$ cat src/rtl/core/bpfs_pkg.sv
`default_nettype none

package bpfs_pkg;

    // Field widths
    localparam int ID_W     = 32;
    localparam int ACCEL_W  = 2;
    localparam int COLOR_W  = 6;
    localparam int ALPHA_W  = 5;
    localparam int DEPTH_W  = 6;
    localparam int STENC_W  = 5;
    localparam int SAMPL_W  = 5;
    localparam int CMP_W    = 6;

    // APB register port
    localparam int APB_DATA_W = 32;
    localparam int APB_ADDR_W = 5;
    localparam int CFG_IDX_W  = 3;

    // Register reset values
    localparam logic [COLOR_W-1:0] WANT_COLOR_RST   = COLOR_W'(24);
    localparam logic [ALPHA_W-1:0] WANT_ALPHA_RST   = '0;
    localparam logic [DEPTH_W-1:0] WANT_DEPTH_RST   = DEPTH_W'(16);
    localparam logic [STENC_W-1:0] WANT_STENCIL_RST = '0;
    localparam logic [SAMPL_W-1:0] WANT_SAMPLES_RST = '0;

    // Register indexes
    typedef enum logic [CFG_IDX_W-1:0] {
        CFG_WANT_COLOR   = 3'd0,
        CFG_WANT_ALPHA   = 3'd1,
        CFG_WANT_DEPTH   = 3'd2,
        CFG_WANT_STENCIL = 3'd3,
        CFG_WANT_SAMPLES = 3'd4
    } t_cfg_idx;

    // Attributes that take part in the ranking
    typedef struct packed {
        logic [ACCEL_W-1:0] accel;
        logic [COLOR_W-1:0] color;
        logic [ALPHA_W-1:0] alpha;
        logic [DEPTH_W-1:0] depth;
        logic [STENC_W-1:0] stencil;
        logic [SAMPL_W-1:0] samples;
    } t_fmt;

    // One registered candidate item
    typedef struct packed {
        logic [ID_W-1:0] id;
        t_fmt            fmt;
        logic            is_final;
    } t_cand;

    // True when count cand beats count cur against request req (cur != cand)
    function automatic logic count_beats(input logic [CMP_W-1:0] cur,
                                         input logic [CMP_W-1:0] cand,
                                         input logic [CMP_W-1:0] req);
        logic res;
        if (cur == req) begin
            res = 1'b0;
        end else if (cand == req) begin
            res = 1'b1;
        end else if (cur < req) begin
            res = (cand < req) ? (cur < cand) : 1'b1;
        end else begin
            res = (cand > req) ? (cur > cand) : 1'b0;
        end
        return res;
    endfunction

endpackage

`default_nettype wire

$ cat src/rtl/core/bpfs_ifs.sv
`default_nettype none

// Candidate format channel
interface bpfs_cand_if;
    logic                           valid;
    logic                           ready;
    logic [bpfs_pkg::ID_W-1:0]      format_id;
    logic [bpfs_pkg::ACCEL_W-1:0]   accel_level;
    logic [bpfs_pkg::COLOR_W-1:0]   color_count;
    logic [bpfs_pkg::ALPHA_W-1:0]   alpha_count;
    logic [bpfs_pkg::DEPTH_W-1:0]   depth_count;
    logic [bpfs_pkg::STENC_W-1:0]   stencil_count;
    logic [bpfs_pkg::SAMPL_W-1:0]   sample_count;
    logic                           is_final;

    modport source(output valid, format_id, accel_level, color_count, alpha_count,
                   depth_count, stencil_count, sample_count, is_final,
                   input ready);
    modport sink(input valid, format_id, accel_level, color_count, alpha_count,
                 depth_count, stencil_count, sample_count, is_final,
                 output ready);
endinterface

// Chosen format channel
interface bpfs_result_if;
    logic                      valid;
    logic                      ready;
    logic [bpfs_pkg::ID_W-1:0] chosen_id;

    modport source(output valid, chosen_id, input ready);
    modport sink(input valid, chosen_id, output ready);
endinterface

`default_nettype wire

$ cat src/rtl/core/best_pixel_format_select.sv
// Path: a final item passes the input register, then the result register.
// Throughput: one item per cycle; only a final item waits, and only while the
// result register still holds an untaken result.
// Between them sits one compare against the registered best.
// Reset: synchronous, active low; clears the list and valid flags, loads register defaults.
`default_nettype none

module best_pixel_format_select (
    input  wire logic                              i_clk,
    input  wire logic                              i_rst_n,
    bpfs_cand_if.sink                              i_cand,
    bpfs_result_if.source                          o_result,
    input  wire logic                              psel,
    input  wire logic                              penable,
    input  wire logic                              pwrite,
    input  wire logic [bpfs_pkg::APB_ADDR_W-1:0]   paddr,
    input  wire logic [bpfs_pkg::APB_DATA_W-1:0]   pwdata,
    output logic      [bpfs_pkg::APB_DATA_W-1:0]   prdata,
    output logic                                   pready
);

    // Requested counts
    logic [bpfs_pkg::COLOR_W-1:0] r_want_color;
    logic [bpfs_pkg::ALPHA_W-1:0] r_want_alpha;
    logic [bpfs_pkg::DEPTH_W-1:0] r_want_depth;
    logic [bpfs_pkg::STENC_W-1:0] r_want_stencil;
    logic [bpfs_pkg::SAMPL_W-1:0] r_want_samples;

    // Input stage
    logic                  r_in_valid;
    bpfs_pkg::t_cand       r_in;
    bpfs_pkg::t_cand       n_in;

    // Running best of the current list
    logic                          r_have_best;
    logic [bpfs_pkg::ID_W-1:0]     r_best_id;
    bpfs_pkg::t_fmt                r_best;

    // Result register
    logic                          r_out_valid;
    logic [bpfs_pkg::ID_W-1:0]     r_out_id;
    logic [bpfs_pkg::ID_W-1:0]     n_out_id;

    logic                          out_free;
    logic                          s1_fire;
    logic                          in_ready;
    logic                          cand_wins;
    logic                          take;
    logic                          cfg_wr;
    bpfs_pkg::t_cfg_idx            cfg_idx;

    // Handshake
    assign out_free = !r_out_valid || o_result.ready;
    assign s1_fire  = r_in_valid && (!r_in.is_final || out_free);
    assign in_ready = !r_in_valid || s1_fire;

    assign i_cand.ready      = in_ready;
    assign o_result.valid    = r_out_valid;
    assign o_result.chosen_id = r_out_id;

    assign n_in.id           = i_cand.format_id;
    assign n_in.fmt.accel    = i_cand.accel_level;
    assign n_in.fmt.color    = i_cand.color_count;
    assign n_in.fmt.alpha    = i_cand.alpha_count;
    assign n_in.fmt.depth    = i_cand.depth_count;
    assign n_in.fmt.stencil  = i_cand.stencil_count;
    assign n_in.fmt.samples  = i_cand.sample_count;
    assign n_in.is_final     = i_cand.is_final;

    // Ranking: accel first, then the first differing count decides
    always_comb begin
        if (r_best.accel != r_in.fmt.accel) begin
            cand_wins = r_best.accel < r_in.fmt.accel;
        end else if (r_best.color != r_in.fmt.color) begin
            cand_wins = bpfs_pkg::count_beats(r_best.color, r_in.fmt.color, r_want_color);
        end else if (r_best.alpha != r_in.fmt.alpha) begin
            cand_wins = bpfs_pkg::count_beats({1'b0, r_best.alpha},
                                              {1'b0, r_in.fmt.alpha},
                                              {1'b0, r_want_alpha});
        end else if (r_best.depth != r_in.fmt.depth) begin
            cand_wins = bpfs_pkg::count_beats(r_best.depth, r_in.fmt.depth, r_want_depth);
        end else if (r_best.stencil != r_in.fmt.stencil) begin
            cand_wins = bpfs_pkg::count_beats({1'b0, r_best.stencil},
                                              {1'b0, r_in.fmt.stencil},
                                              {1'b0, r_want_stencil});
        end else if (r_best.samples != r_in.fmt.samples) begin
            cand_wins = bpfs_pkg::count_beats({1'b0, r_best.samples},
                                              {1'b0, r_in.fmt.samples},
                                              {1'b0, r_want_samples});
        end else begin
            // full tie keeps the earlier format
            cand_wins = 1'b0;
        end
    end

    assign take     = !r_have_best || cand_wins;
    assign n_out_id = take ? r_in.id : r_best_id;

    // Input register
    always_ff @(posedge i_clk) begin
        if (!i_rst_n) begin
            r_in_valid <= 1'b0;
        end else if (in_ready) begin
            r_in_valid <= i_cand.valid;
        end
        if (in_ready && i_cand.valid) begin
            r_in <= n_in;
        end
    end

    // Best tracking
    always_ff @(posedge i_clk) begin
        if (!i_rst_n) begin
            r_have_best <= 1'b0;
        end else if (s1_fire) begin
            r_have_best <= !r_in.is_final;
        end
        if (s1_fire && take) begin
            r_best_id <= r_in.id;
            r_best    <= r_in.fmt;
        end
    end

    // Result register
    always_ff @(posedge i_clk) begin
        if (!i_rst_n) begin
            r_out_valid <= 1'b0;
        end else if (s1_fire && r_in.is_final) begin
            r_out_valid <= 1'b1;
        end else if (o_result.ready) begin
            r_out_valid <= 1'b0;
        end
        if (s1_fire && r_in.is_final) begin
            r_out_id <= n_out_id;
        end
    end

    // Register port
    assign pready  = 1'b1;
    assign cfg_wr  = psel && penable && pwrite;
    assign cfg_idx = bpfs_pkg::t_cfg_idx'(paddr[bpfs_pkg::APB_ADDR_W-1:2]);

    always_ff @(posedge i_clk) begin
        if (!i_rst_n) begin
            r_want_color   <= bpfs_pkg::WANT_COLOR_RST;
            r_want_alpha   <= bpfs_pkg::WANT_ALPHA_RST;
            r_want_depth   <= bpfs_pkg::WANT_DEPTH_RST;
            r_want_stencil <= bpfs_pkg::WANT_STENCIL_RST;
            r_want_samples <= bpfs_pkg::WANT_SAMPLES_RST;
        end else if (cfg_wr) begin
            unique case (cfg_idx)
                bpfs_pkg::CFG_WANT_COLOR: begin
                    r_want_color <= pwdata[bpfs_pkg::COLOR_W-1:0];
                end
                bpfs_pkg::CFG_WANT_ALPHA: begin
                    r_want_alpha <= pwdata[bpfs_pkg::ALPHA_W-1:0];
                end
                bpfs_pkg::CFG_WANT_DEPTH: begin
                    r_want_depth <= pwdata[bpfs_pkg::DEPTH_W-1:0];
                end
                bpfs_pkg::CFG_WANT_STENCIL: begin
                    r_want_stencil <= pwdata[bpfs_pkg::STENC_W-1:0];
                end
                bpfs_pkg::CFG_WANT_SAMPLES: begin
                    r_want_samples <= pwdata[bpfs_pkg::SAMPL_W-1:0];
                end
                default: begin
                    // unmapped address, write dropped
                end
            endcase
        end
    end

    // Read back
    always_comb begin
        unique case (cfg_idx)
            bpfs_pkg::CFG_WANT_COLOR:   prdata = bpfs_pkg::APB_DATA_W'(r_want_color);
            bpfs_pkg::CFG_WANT_ALPHA:   prdata = bpfs_pkg::APB_DATA_W'(r_want_alpha);
            bpfs_pkg::CFG_WANT_DEPTH:   prdata = bpfs_pkg::APB_DATA_W'(r_want_depth);
            bpfs_pkg::CFG_WANT_STENCIL: prdata = bpfs_pkg::APB_DATA_W'(r_want_stencil);
            bpfs_pkg::CFG_WANT_SAMPLES: prdata = bpfs_pkg::APB_DATA_W'(r_want_samples);
            default:                    prdata = '0;
        endcase
    end

endmodule

`default_nettype wire

$ cat src/flat_wrapper.sv
// flat-port wrapper written by rule: the top's interface ports become plain ports
module best_pixel_format_select_flat 
  (i_clk, i_rst_n, psel, penable, pwrite, paddr, pwdata, prdata, pready, i_cand_valid, i_cand_format_id, i_cand_accel_level, i_cand_color_count, i_cand_alpha_count, i_cand_depth_count, i_cand_stencil_count, i_cand_sample_count, i_cand_is_final, i_cand_ready, o_result_valid, o_result_chosen_id, o_result_ready);
  bpfs_cand_if i_cand_i ();
  bpfs_result_if o_result_i ();
  input  wire logic i_clk;
  input  wire logic i_rst_n;
  input  wire logic psel;
  input  wire logic penable;
  input  wire logic pwrite;
  input  wire logic [bpfs_pkg::APB_ADDR_W-1:0] paddr;
  input  wire logic [bpfs_pkg::APB_DATA_W-1:0] pwdata;
  output logic      [bpfs_pkg::APB_DATA_W-1:0] prdata;
  output logic pready;
  input wire logic [$bits(i_cand_i.valid)-1:0] i_cand_valid;
  input wire logic [$bits(i_cand_i.format_id)-1:0] i_cand_format_id;
  input wire logic [$bits(i_cand_i.accel_level)-1:0] i_cand_accel_level;
  input wire logic [$bits(i_cand_i.color_count)-1:0] i_cand_color_count;
  input wire logic [$bits(i_cand_i.alpha_count)-1:0] i_cand_alpha_count;
  input wire logic [$bits(i_cand_i.depth_count)-1:0] i_cand_depth_count;
  input wire logic [$bits(i_cand_i.stencil_count)-1:0] i_cand_stencil_count;
  input wire logic [$bits(i_cand_i.sample_count)-1:0] i_cand_sample_count;
  input wire logic [$bits(i_cand_i.is_final)-1:0] i_cand_is_final;
  output wire logic [$bits(i_cand_i.ready)-1:0] i_cand_ready;
  output wire logic [$bits(o_result_i.valid)-1:0] o_result_valid;
  output wire logic [$bits(o_result_i.chosen_id)-1:0] o_result_chosen_id;
  input wire logic [$bits(o_result_i.ready)-1:0] o_result_ready;
  assign i_cand_i.valid = i_cand_valid;
  assign i_cand_i.format_id = i_cand_format_id;
  assign i_cand_i.accel_level = i_cand_accel_level;
  assign i_cand_i.color_count = i_cand_color_count;
  assign i_cand_i.alpha_count = i_cand_alpha_count;
  assign i_cand_i.depth_count = i_cand_depth_count;
  assign i_cand_i.stencil_count = i_cand_stencil_count;
  assign i_cand_i.sample_count = i_cand_sample_count;
  assign i_cand_i.is_final = i_cand_is_final;
  assign i_cand_ready = i_cand_i.ready;
  assign o_result_valid = o_result_i.valid;
  assign o_result_chosen_id = o_result_i.chosen_id;
  assign o_result_i.ready = o_result_ready;
  best_pixel_format_select u_core (.i_clk(i_clk), .i_rst_n(i_rst_n), .i_cand(i_cand_i), .o_result(o_result_i), .psel(psel), .penable(penable), .pwrite(pwrite), .paddr(paddr), .pwdata(pwdata), .prdata(prdata), .pready(pready));
endmodule
$ cat config.mk
export PLATFORM = sky130hd
export DESIGN_NAME = best_pixel_format_select_flat
export DESIGN_NICKNAME = d
export VERILOG_FILES = /design/src/rtl/core/bpfs_pkg.sv /design/src/rtl/core/bpfs_ifs.sv /design/src/rtl/core/best_pixel_format_select.sv /design/src/flat_wrapper.sv
export SDC_FILE = /design/constraint.sdc
export NUM_CORES = 1
export LEC_CHECK = 0
export CORE_ASPECT_RATIO = 1.4
export CORE_MARGIN = 5
export CORE_UTILIZATION = 57
export CTS_CLUSTER_DIAMETER = 150
export CTS_CLUSTER_SIZE = 14
export DETAILED_ROUTE_END_ITERATION = 7
export DONT_BUFFER_PORTS = 1
export PLACE_DENSITY_LB_ADDON = 0.25
export SYNTH_ARGS = -nofsm -noshare
export SYNTH_HDL_FRONTEND = slang
export SYNTH_SLANG_ARGS = --single-unit
export TNS_END_PERCENT = 100
$ cat constraint.sdc
create_clock -name i_clk -period 4.06 [get_ports i_clk]
set_input_delay 0.406 -clock i_clk [delete_from_list [all_inputs] [get_ports i_clk]]
set_output_delay 0.406 -clock i_clk [all_outputs]
set_load 0.005 [all_outputs]
### After elaboration in Yosys (flattened, before gate mapping)

Index checks and enable logic that the tools add are counted.
Widths: inputs -> output; s select.

* flip-flop bits (word level): 185
* latch bits: 0
* memory bits (writable): 0
* memory bits (read-only): 0
* output and inout bits: 67
* word-level logic and storage cells: 126
* memories kept: 0

* $add $sub $neg: 0
* multipliers: 0
* divide/modulo/power cells: 0
* order comparisons: 26
* eq/ne operators: 20
* shifts and indexed selects: 0
* muxes and demuxes: 35
* bitwise operators: 0
* reduce and logical (&&, ||, !) cells: 21

Operators by type and width (count)
* $lt 5x5->1: 9
* $lt 6x6->1: 6
* $mux 1: 33
* $mux 32: 1
* $eq 5x5->1: 6
* $gt 5x5->1: 6
* $pmux 6 s5: 1
* $eq 6x6->1: 4
* $gt 6x6->1: 4
* $ne 5x5->1: 3
* $ne 6x6->1: 2
* $reduce_and 2->1: 5
* $eq 3x2->1 const B: 2
* $logic_and 1x1->1: 6
* $logic_not 1->1: 4
* $logic_or 1x1->1: 4
* $eq 3x1->1 const B: 1
* $eq 3x3->1 const B: 1
* $logic_not 3->1: 1
* $lt 2x2->1: 1
* $ne 2x2->1: 1
* $reduce_bool 2->1: 1

### Logic depth before layout (Yosys ltp)

Gate-level depths: netlist of the first run.

* word-level depth: 13
* depth in mapped cells: 10
* mapped depth without buffers: 9

### Worst setup path after synthesis of the first run

No wires, ideal clock.

* path type: reg2reg
* from: register u_core.r_in[0] (netlist bit)
* to: register u_core.r_in[0] (netlist bit), enable pin
* setup time: 0.519 ns
* arrival time: 3.857 ns
* required time: 3.541 ns
* path slack: -0.316 ns
* stages on the path, launching flop included: 2
* path buffers: 0
* period minus slack after synthesis: 4.376 ns
* cells stage by stage: edfxtp_1 a31oi_1

* word-level cells in the longest chain between the ends: 5

RTL lines
* from (decl): RTL line best_pixel_format_select.sv:31 `bpfs_pkg::t_cand r_in;`
* from (signal assigned): RTL line best_pixel_format_select.sv:107 `r_in <= n_in;`
* $logic_not 1->1: RTL line best_pixel_format_select.sv:54 `assign s1_fire = r_in_valid && (!r_in.is_final || out_free);`
* $logic_or 1x1->1: RTL line best_pixel_format_select.sv:54
* $logic_and 1x1->1: RTL line best_pixel_format_select.sv:54
* $logic_or 1x1->1: RTL line best_pixel_format_select.sv:55 `assign in_ready = !r_in_valid || s1_fire;`
* $logic_and 1x1->1: RTL line best_pixel_format_select.sv:106 `if (in_ready && i_cand.valid) begin`

No other way between the ends.
A chain may end at the register's enable or synchronous reset.

### Worst setup path in the final report of the first run

* from: register u_core.r_best[3] (netlist bit)
* to: register u_core.r_out_id (netlist bit u_core.o_result.chosen_id[0]), data pin

* word-level cells in the longest chain between the ends: 13
* elaborated cells on any way between the ends: 18

RTL lines
* from (decl): RTL line best_pixel_format_select.sv:37 `bpfs_pkg::t_fmt r_best;`
* from (signal assigned): RTL line best_pixel_format_select.sv:120 `r_best <= r_in.fmt;`
* $gt 5x5->1 or $lt 5x5->1 (tied branches): RTL line bpfs_pkg.sv:65, bpfs_pkg.sv:63
* $mux 1 (on tied branches): RTL line bpfs_pkg.sv:65, bpfs_pkg.sv:63
* $mux 1: RTL line bpfs_pkg.sv:62 `end else if (cur < req) begin`
* $mux 1: RTL line bpfs_pkg.sv:60 `end else if (cand == req) begin`
* $mux 1: RTL line bpfs_pkg.sv:58 `if (cur == req) begin`
* $mux 1 *: RTL line best_pixel_format_select.sv:86 `end else if (r_best.samples != r_in.fmt.samples) begin`
* $mux 1 *: RTL line best_pixel_format_select.sv:82 `end else if (r_best.stencil != r_in.fmt.stencil) begin`
* $mux 1 *: RTL line best_pixel_format_select.sv:80 `end else if (r_best.depth != r_in.fmt.depth) begin`
* $mux 1 *: RTL line best_pixel_format_select.sv:76 `end else if (r_best.alpha != r_in.fmt.alpha) begin`
* $mux 1 *: RTL line best_pixel_format_select.sv:74 `end else if (r_best.color != r_in.fmt.color) begin`
* $mux 1 *: RTL line best_pixel_format_select.sv:72 `if (r_best.accel != r_in.fmt.accel) begin`
* $logic_or 1x1->1 *: RTL line best_pixel_format_select.sv:96 `assign take = !r_have_best || cand_wins;`
* $mux 32 *: RTL line best_pixel_format_select.sv:97 `assign n_out_id = take ? r_in.id : r_best_id;`
* named net u_core.n_out_id (one bit): RTL line best_pixel_format_select.sv:42 `logic [bpfs_pkg::ID_W-1:0] n_out_id;`
* to (signal assigned): RTL line best_pixel_format_select.sv:134 `r_out_id <= n_out_id;`
* to (decl): RTL line best_pixel_format_select.sv:41 `logic [bpfs_pkg::ID_W-1:0] r_out_id;`

The timed path passes the listed nets; every way through them passes the cells marked *.

==> results_dict.tcl, run 1 <==
set metrics [dict create \
    num_vias 4900 \
    synth_edf_count 155 \
    worst_slew_pin_slew_ns 0.819 \
    via_per_inst 5.68 \
    final-seq-area_sq_um 5260 \
    fin_setup_tns_ns 0 \
    met1_usage 0.214 \
    path_clk_slew_ns 0.07 \
    rsz0062_at_grt "no" \
    routedWlPerCell_um 19.5 \
    fin_crit_ns 3.41 \
    worstSetupPathType "register to register" \
    n_antenna_cell 0 \
    yosysTopAreaCellShare 0.528 \
    grt_pass1_vias 5128 \
    ys_warn_count 0 \
    synth_top_area_cell "edfxtp_1" \
    cp_num_buf_inv 1 \
    final.period_utilization 0.839 \
    grt_max_degree 47 \
    crit_slowest_cell "a211oi_1" \
    dieArea_sq_um 18100 \
    dr.pass1.iters 4 \
    cp.required_ns 4.25 \
    synth_cells 648 \
    synth-compound-area-share 0.0701 \
    yosysUniqueCellTypes 42 \
    cp_cell_sequence "ha_1 > and4_1 > a21o_1 > o2111a_1 > a211oi_1 > o221ai_2 > a31oi_4 > buf_4 > mux2_2" \
    cp-start-kind "register" \
    drc 0 \
    ctsHoldBuffers 0 \
    dp_cells 831 \
    drt_iter0_drc 344 \
    syn_to_final_growth_pct 8.25 \
    reg2reg_slack_ns 0.65 \
    pre_cts_ws_ns 0.650 \
    fp.dieW_um 115 \
    endpoint_kind "register" \
    synth-simple-area-share 0.0755 \
    io_pins 173 \
    dp_hpwl_um 12800 \
    busiest_layer "met2" \
    ys_ff_latch 185 \
    critical_path_arrival_ns 3.59 \
    async_reset_ff_frac 0 \
    clock_sinks 185 \
    yosys.area_share.adder 0.118 \
    clock_latency_ns 0.44 \
    grt_use_total 0.192 \
    setup_viol 0 \
    met3_usage 0.0535 \
    syn_area_sq_um 8810 \
    skew_ns 0.00999 \
    drive_above_1_share 0.115 \
    crit_family "compound AO/OA/AOI/OAI gates" \
    antenna_found_initial 0 \
    synth_top_family_by_area "adder cells" \
    static-leakage-power_nw 3.82 \
    avgSynthCellArea_sq_um 13.6 \
    hold_class "primary input to register" \
    worstPathMaxFanout 19 \
    crit_path_max_incr_delay_ns 0.53 \
    final_cells 863 \
    coreArea_sq_um 15100 \
    post_cts_buffers 0 \
    drv_cap 0 \
    start_util 0.583 \
    drt_wl_total_um 16900 \
    cts_max_level 4 \
    fillers 1147 \
    cts_buffers 17 \
    grt_pass1_wl_um 26400 \
    rows 53 \
    fp.dieH_um 157 \
    numPortBuffers 0 \
    cts_buffer_depth 2 \
    status "finished clean" \
    synth-xor-area-share 0 \
    cts_tree "done" \
    postRouteAntennaNets 0 \
    synthFlopType "edfxtp_1" \
    overflow 0 \
    nets 847 \
    setup_slack_ns 0.655 \
    place_congestion 0.871 \
    synthMuxAreaShare 0.0795 \
    cts_root_buffer "clkbuf_16" \
    slew_headroom 0.454 \
    multi_input_area_sq_um 3140 \
    ys_seq_area_frac 0.596 \
    post_cts_resized 0 \
    ir_drop_mv 0.295 \
    maxSlewViolCount 0 \
    grt_util_met2 0.345 \
    fmax_mhz 294 \
    synth_area_leaders "edfxtp_1 (53%), ha_1 (12%), dfxtp_1 (6.8%), mux2_4 (4.9%), inv_1 (2.9%)" \
    power_density_nw_per_um2 424 \
    finalHoldViolCount 0 \
]
cells in the mapped netlist, types with 2 or more instances:
cell type	count
a211oi_1	5
inv_1	68
buf_4	27
nor2b_1	30
ha_1	83
mux2_2	4
nand4_1	8
a21o_1	9
nor3_1	2
mux2i_1	22
nand2_1	31
nor2_1	15
edfxtp_1	155
conb_1	2
a21oi_1	19
clkbuf_1	10
o22ai_1	5
nand3_1	25
o211a_1	2
nand2b_1	4
buf_6	3
and3_1	5
a22oi_1	11
a21boi_0	9
and4_1	6
mux2_4	29
dfxtp_1	30
a221o_1	2
o21ai_0	12
a31oi_1	3
worst reg2reg max path, stage by stage (launching register included):
cell	delay, ns
edfxtp_1	0.43
ha_1	0.36
and4_1	0.23
a21o_1	0.18
o2111a_1	0.22
a211oi_1	0.53
o221ai_2	0.24
a31oi_4	0.21
buf_4	0.36
mux2_2	0.40
logic make-up (layout without fill, tap and decap cells):
| logic type | count (synthesis) | after routing |
|---|---|---|
| mux | 55 | 55 |
| flops | 185 | 185 |
| buf+inv | 108 | 106 |
| fa+ha+maj | 83 | 83 |
| other cells | 2 | 27 |
| simple gates | 127 | 127 |
| compound gates | 88 | 88 |
flip-flops by register name, indices dropped and copies added, names as in the netlist, 6 cells and up:
name / cells
u_core.r_in: 62
u_core.r_want_color: 6
u_core.o_result.chosen_id: 32
u_core.r_best_id: 32
u_core.r_best: 29
u_core.r_want_depth: 6
per-layer routing:
layer / routed length [um] / vias up
li1: - / 2352
met1: 6610 / 2383
met2: 8970 / 142
met3: 941 / 23
met4: 340 / 0
met5: 0 / -
per-stage QoR:
stage,utilization,instance area [sq um],total power [mW],hold slack (ns)
2_1_floorplan,-,8910,2.45,0.420
3_3_place_gp,0.593,8960,2.48,0.428
3_5_place_dp,0.593,8960,2.50,0.444
4_1_cts,0.631,9540,4.09,0.0280
5_1_grt,0.631,9540,4.22,0.0323
6_report,0.631,9540,4.05,0.0525
report_power, final:
| group | switching [mW] | total (mW) | internal (mW) |
|---|---|---|---|
| logic | 0.138 | 0.255 | 0.117 |
| registers | 0.0479 | 2.20 | 2.15 |
| clock network | 0.772 | 1.59 | 0.820 |
| total | 0.957 | 4.05 | 3.09 |
worst paths after layout:
path / startpoint / end / cells after the start
worst max-delay path: u_core.r_best[3] / u_core.o_result.chosen_id[0] / 9
worst max register to register: u_core.r_best[3] / u_core.o_result.chosen_id[0] / 9
worst min register to register: u_core.r_in[43] / u_core.r_best_id[13] / 0
worst min-delay path: i_rst_n / u_core.r_want_color[3] / 1
cell type report:
| cell class | instances | share of cell area |
|---|---|---|
| flip-flops and latches | 185 | 0.551 |
| multi-input cells | 380 | 0.329 |
| clock buffers | 17 | 0.0446 |
| inverters | 68 | 0.0268 |
| well taps | 192 | 0.0252 |
| clock inverters | 15 | 0.0160 |
| repair buffers | 6 | 0.00734 |
cell usage in the layout (no fill, tap or decap), types with 6 or more instances in the layout:
cell,netlist,layout
clkbuf_16,0,17
dfxtp_1,30,30
nand2_1,31,31
a21oi_1,19,19
o21ai_0,12,12
nor2b_1,30,30
edfxtp_1,155,155
ha_1,83,83
conb_1,2,27
a21boi_0,9,9
a22oi_1,11,11
nand4_1,8,8
inv_1,68,68
nor2_1,15,14
and4_1,6,6
nand3_1,25,25
mux2_4,29,29
a21o_1,9,9
mux2i_1,22,22
No activity file was read; power rests on OpenSTA's default activity.
==> run 2: changes to the inputs <==
--- a/config.mk
+++ b/config.mk
@@ -7,7 +7,7 @@
 export LEC_CHECK = 0
 export CORE_ASPECT_RATIO = 1.4
 export CORE_MARGIN = 5
-export CORE_UTILIZATION = 57
+export CORE_UTILIZATION = 60
 export CTS_CLUSTER_DIAMETER = 150
 export CTS_CLUSTER_SIZE = 14
 export DETAILED_ROUTE_END_ITERATION = 7
==> constraint.sdc (replaced) <==
create_clock -name i_clk -period 3.4 [get_ports i_clk]
set_input_delay 0.34 -clock i_clk [delete_from_list [all_inputs] [get_ports i_clk]]
set_output_delay 0.34 -clock i_clk [all_outputs]
set_load 0.005 [all_outputs]
==> results_dict.tcl, run 2 (synthesis results as in run 1) <==
set metrics [dict create \
    skew_ns 0.00829 \
    clock_latency_ns 0.43 \
    worst_slew_pin_slew_ns 0.741 \
    postRouteAntennaNets 0 \
    cp-start-kind "register" \
    grt_use_total 0.206 \
    r2r_end "u_core.r_best_id[4]" \
    io_pins 173 \
    final_cell_mix "edfxtp_1 (155), ha_1 (83), inv_1 (68)" \
    reg2reg_slack_ns 0.37 \
    coreArea_sq_um 14400 \
    rsz0062_at_grt "no" \
    final_common_cell "edfxtp_1" \
    reg2reg_depth 11 \
    numPortBuffers 0 \
    cts_buffers 17 \
    antenna_found_initial 0 \
    place_congestion 0.820 \
    cts_tree "done" \
    final.period_utilization 0.891 \
    hold_class "primary input to register" \
    rows 52 \
    status "finished clean" \
    drv_cap 0 \
    drc 0 \
    fp.dieH_um 153 \
    grt_max_degree 36 \
    maxSlewViolCount 0 \
    utilization 0.708 \
    clock_power_share 0.395 \
    power_density_nw_per_um2 485 \
    dr.pass1.iters 5 \
    static-leakage-power_nw 4.12 \
    top_register "u_core.r_in" \
    critical_path_arrival_ns 3.15 \
    r2r-start "u_core.r_want_samples[3]" \
    routedWlPerCell_um 18.6 \
    fmax_mhz 330 \
    syn_to_final_growth_pct 16.0 \
    min_to "u_core.r_want_samples[1]" \
    p_int_mw 3.87 \
    fin_setup_tns_ns 0 \
    via_per_inst 5.58 \
    clock_sinks 185 \
    overflow 0 \
    cp.required_ns 3.52 \
    path_clk_slew_ns 0.07 \
    dp_hpwl_um 12700 \
    grt_pass1_vias 5563 \
    largest_reg_flops 62 \
    swShare 0.220 \
    endpoint_kind "register" \
    power_frac_seq 0.530 \
    cts_buffer_depth 2 \
    n_antenna_cell 0 \
    final_cells 927 \
    ir_drop_mv 0.399 \
    slew_headroom 0.504 \
    setup_viol 0 \
    post_cts_resized 0 \
    drive_above_1_share 0.107 \
    drt_wl_total_um 17200 \
    dp_cells 832 \
    cts_root_buffer "clkbuf_16" \
    worstSetupPathType "register to register" \
    fp.dieW_um 112 \
    grt_pass1_wl_um 27800 \
    worstHoldPathCells 1 \
    dieArea_sq_um 17300 \
    drt_iter0_drc 217 \
    nets 914 \
    cts_max_level 4 \
    fin_crit_ns 3.03 \
    p_comb_frac 0.075 \
    worstPathMaxFanout 27 \
    hp-start "i_rst_n" \
    switching_power_mw 1.09 \
    num_vias 5169 \
    finalHoldViolCount 0 \
    start_util 0.610 \
]
run 2: cell types whose count changed in the layout (fill, tap and decap cells not counted), sizes merged:
| cell | change |
|---|---|
| dlygate4sd3 | +63 |
| buf | +4 |
| bufinv | +2 |
| clkinvlp | -2 |
| clkbuf | +1 |
| clkinv | -1 |
run 2: through the flow:
step	setup WS [ns]	total power, mW	instance area [sq um]	hold slack (ns)
final	0.371	4.96	10200	0.0436
after global routing	0.204	5.16	10200	0.0227
after CTS	0.353	5.00	10200	0.0277
after detailed placement	0.377	2.99	9000	0.421
after global placement	0.390	2.96	9000	0.420
after floorplan	0.0314	2.93	8920	0.420
run 2: worst max-delay path: stages, from the launching register on:
cell and delay [ns]:
dfxtp_1 0.37, inv_1 0.09, ha_1 0.31, and4_1 0.23, a21o_1 0.18, o2111a_1 0.23
a211oi_1 0.21, buf_4 0.17, o221ai_2 0.14, a31oi_4 0.24, and3_2 0.33, buf_12 0.22
run 2: worst max path at each step:
stage / from / endpoint / slack (ns)
floorplan: u_core.r_best[3] / u_core.r_best[0] / 0.03
CTS: u_core.r_want_samples[3] / u_core.r_best_id[4] / 0.35
global route: u_core.r_want_samples[3] / u_core.r_best_id[5] / 0.20
detailed placement: u_core.r_want_samples[4] / u_core.r_best_id[6] / 0.38
global placement: u_core.r_best[3] / u_core.r_best_id[6] / 0.39
finish: u_core.r_want_samples[3] / u_core.r_best_id[4] / 0.37
run 2: power groups by stage:
stage | sequential (mW) | combinational, mW | clock, mW
after floorplan | 2.66 | 0.268 | 0
after global placement | 2.67 | 0.290 | 0
after detailed placement | 2.68 | 0.311 | 0
after CTS | 2.63 | 0.376 | 1.99
after global routing | 2.64 | 0.419 | 2.11
final | 2.63 | 0.373 | 1.96
run 2: timing repair:
| item | in CTS | in global routing |
|---|---|---|
| hold buffers | 63 | 0 |
| setup buffers | 0 | 0 |
| hold endpoints to repair | 65 | 0 |
run 2: layout make-up:
type                    instances  area, sq um
fillers                       984         4220
multi-input cells             380         3140
flip-flops and latches        185         5260
well taps                     189          236
clock inverters                14          159
repair buffers                 73          743
inverters                      68          255
clock buffers                  18          429
run 2: routing by layer:
| metal | vias up | global-route usage | wire [um] |
|---|---|---|---|
| met5 | - | 0 | 0 |
| met4 | 0 | 0.0979 | 493 |
| met3 | 30 | 0.0479 | 951 |
| met2 | 178 | 0.371 | 9140 |
| met1 | 2488 | 0.226 | 6640 |
| li1 | 2473 | - | - |
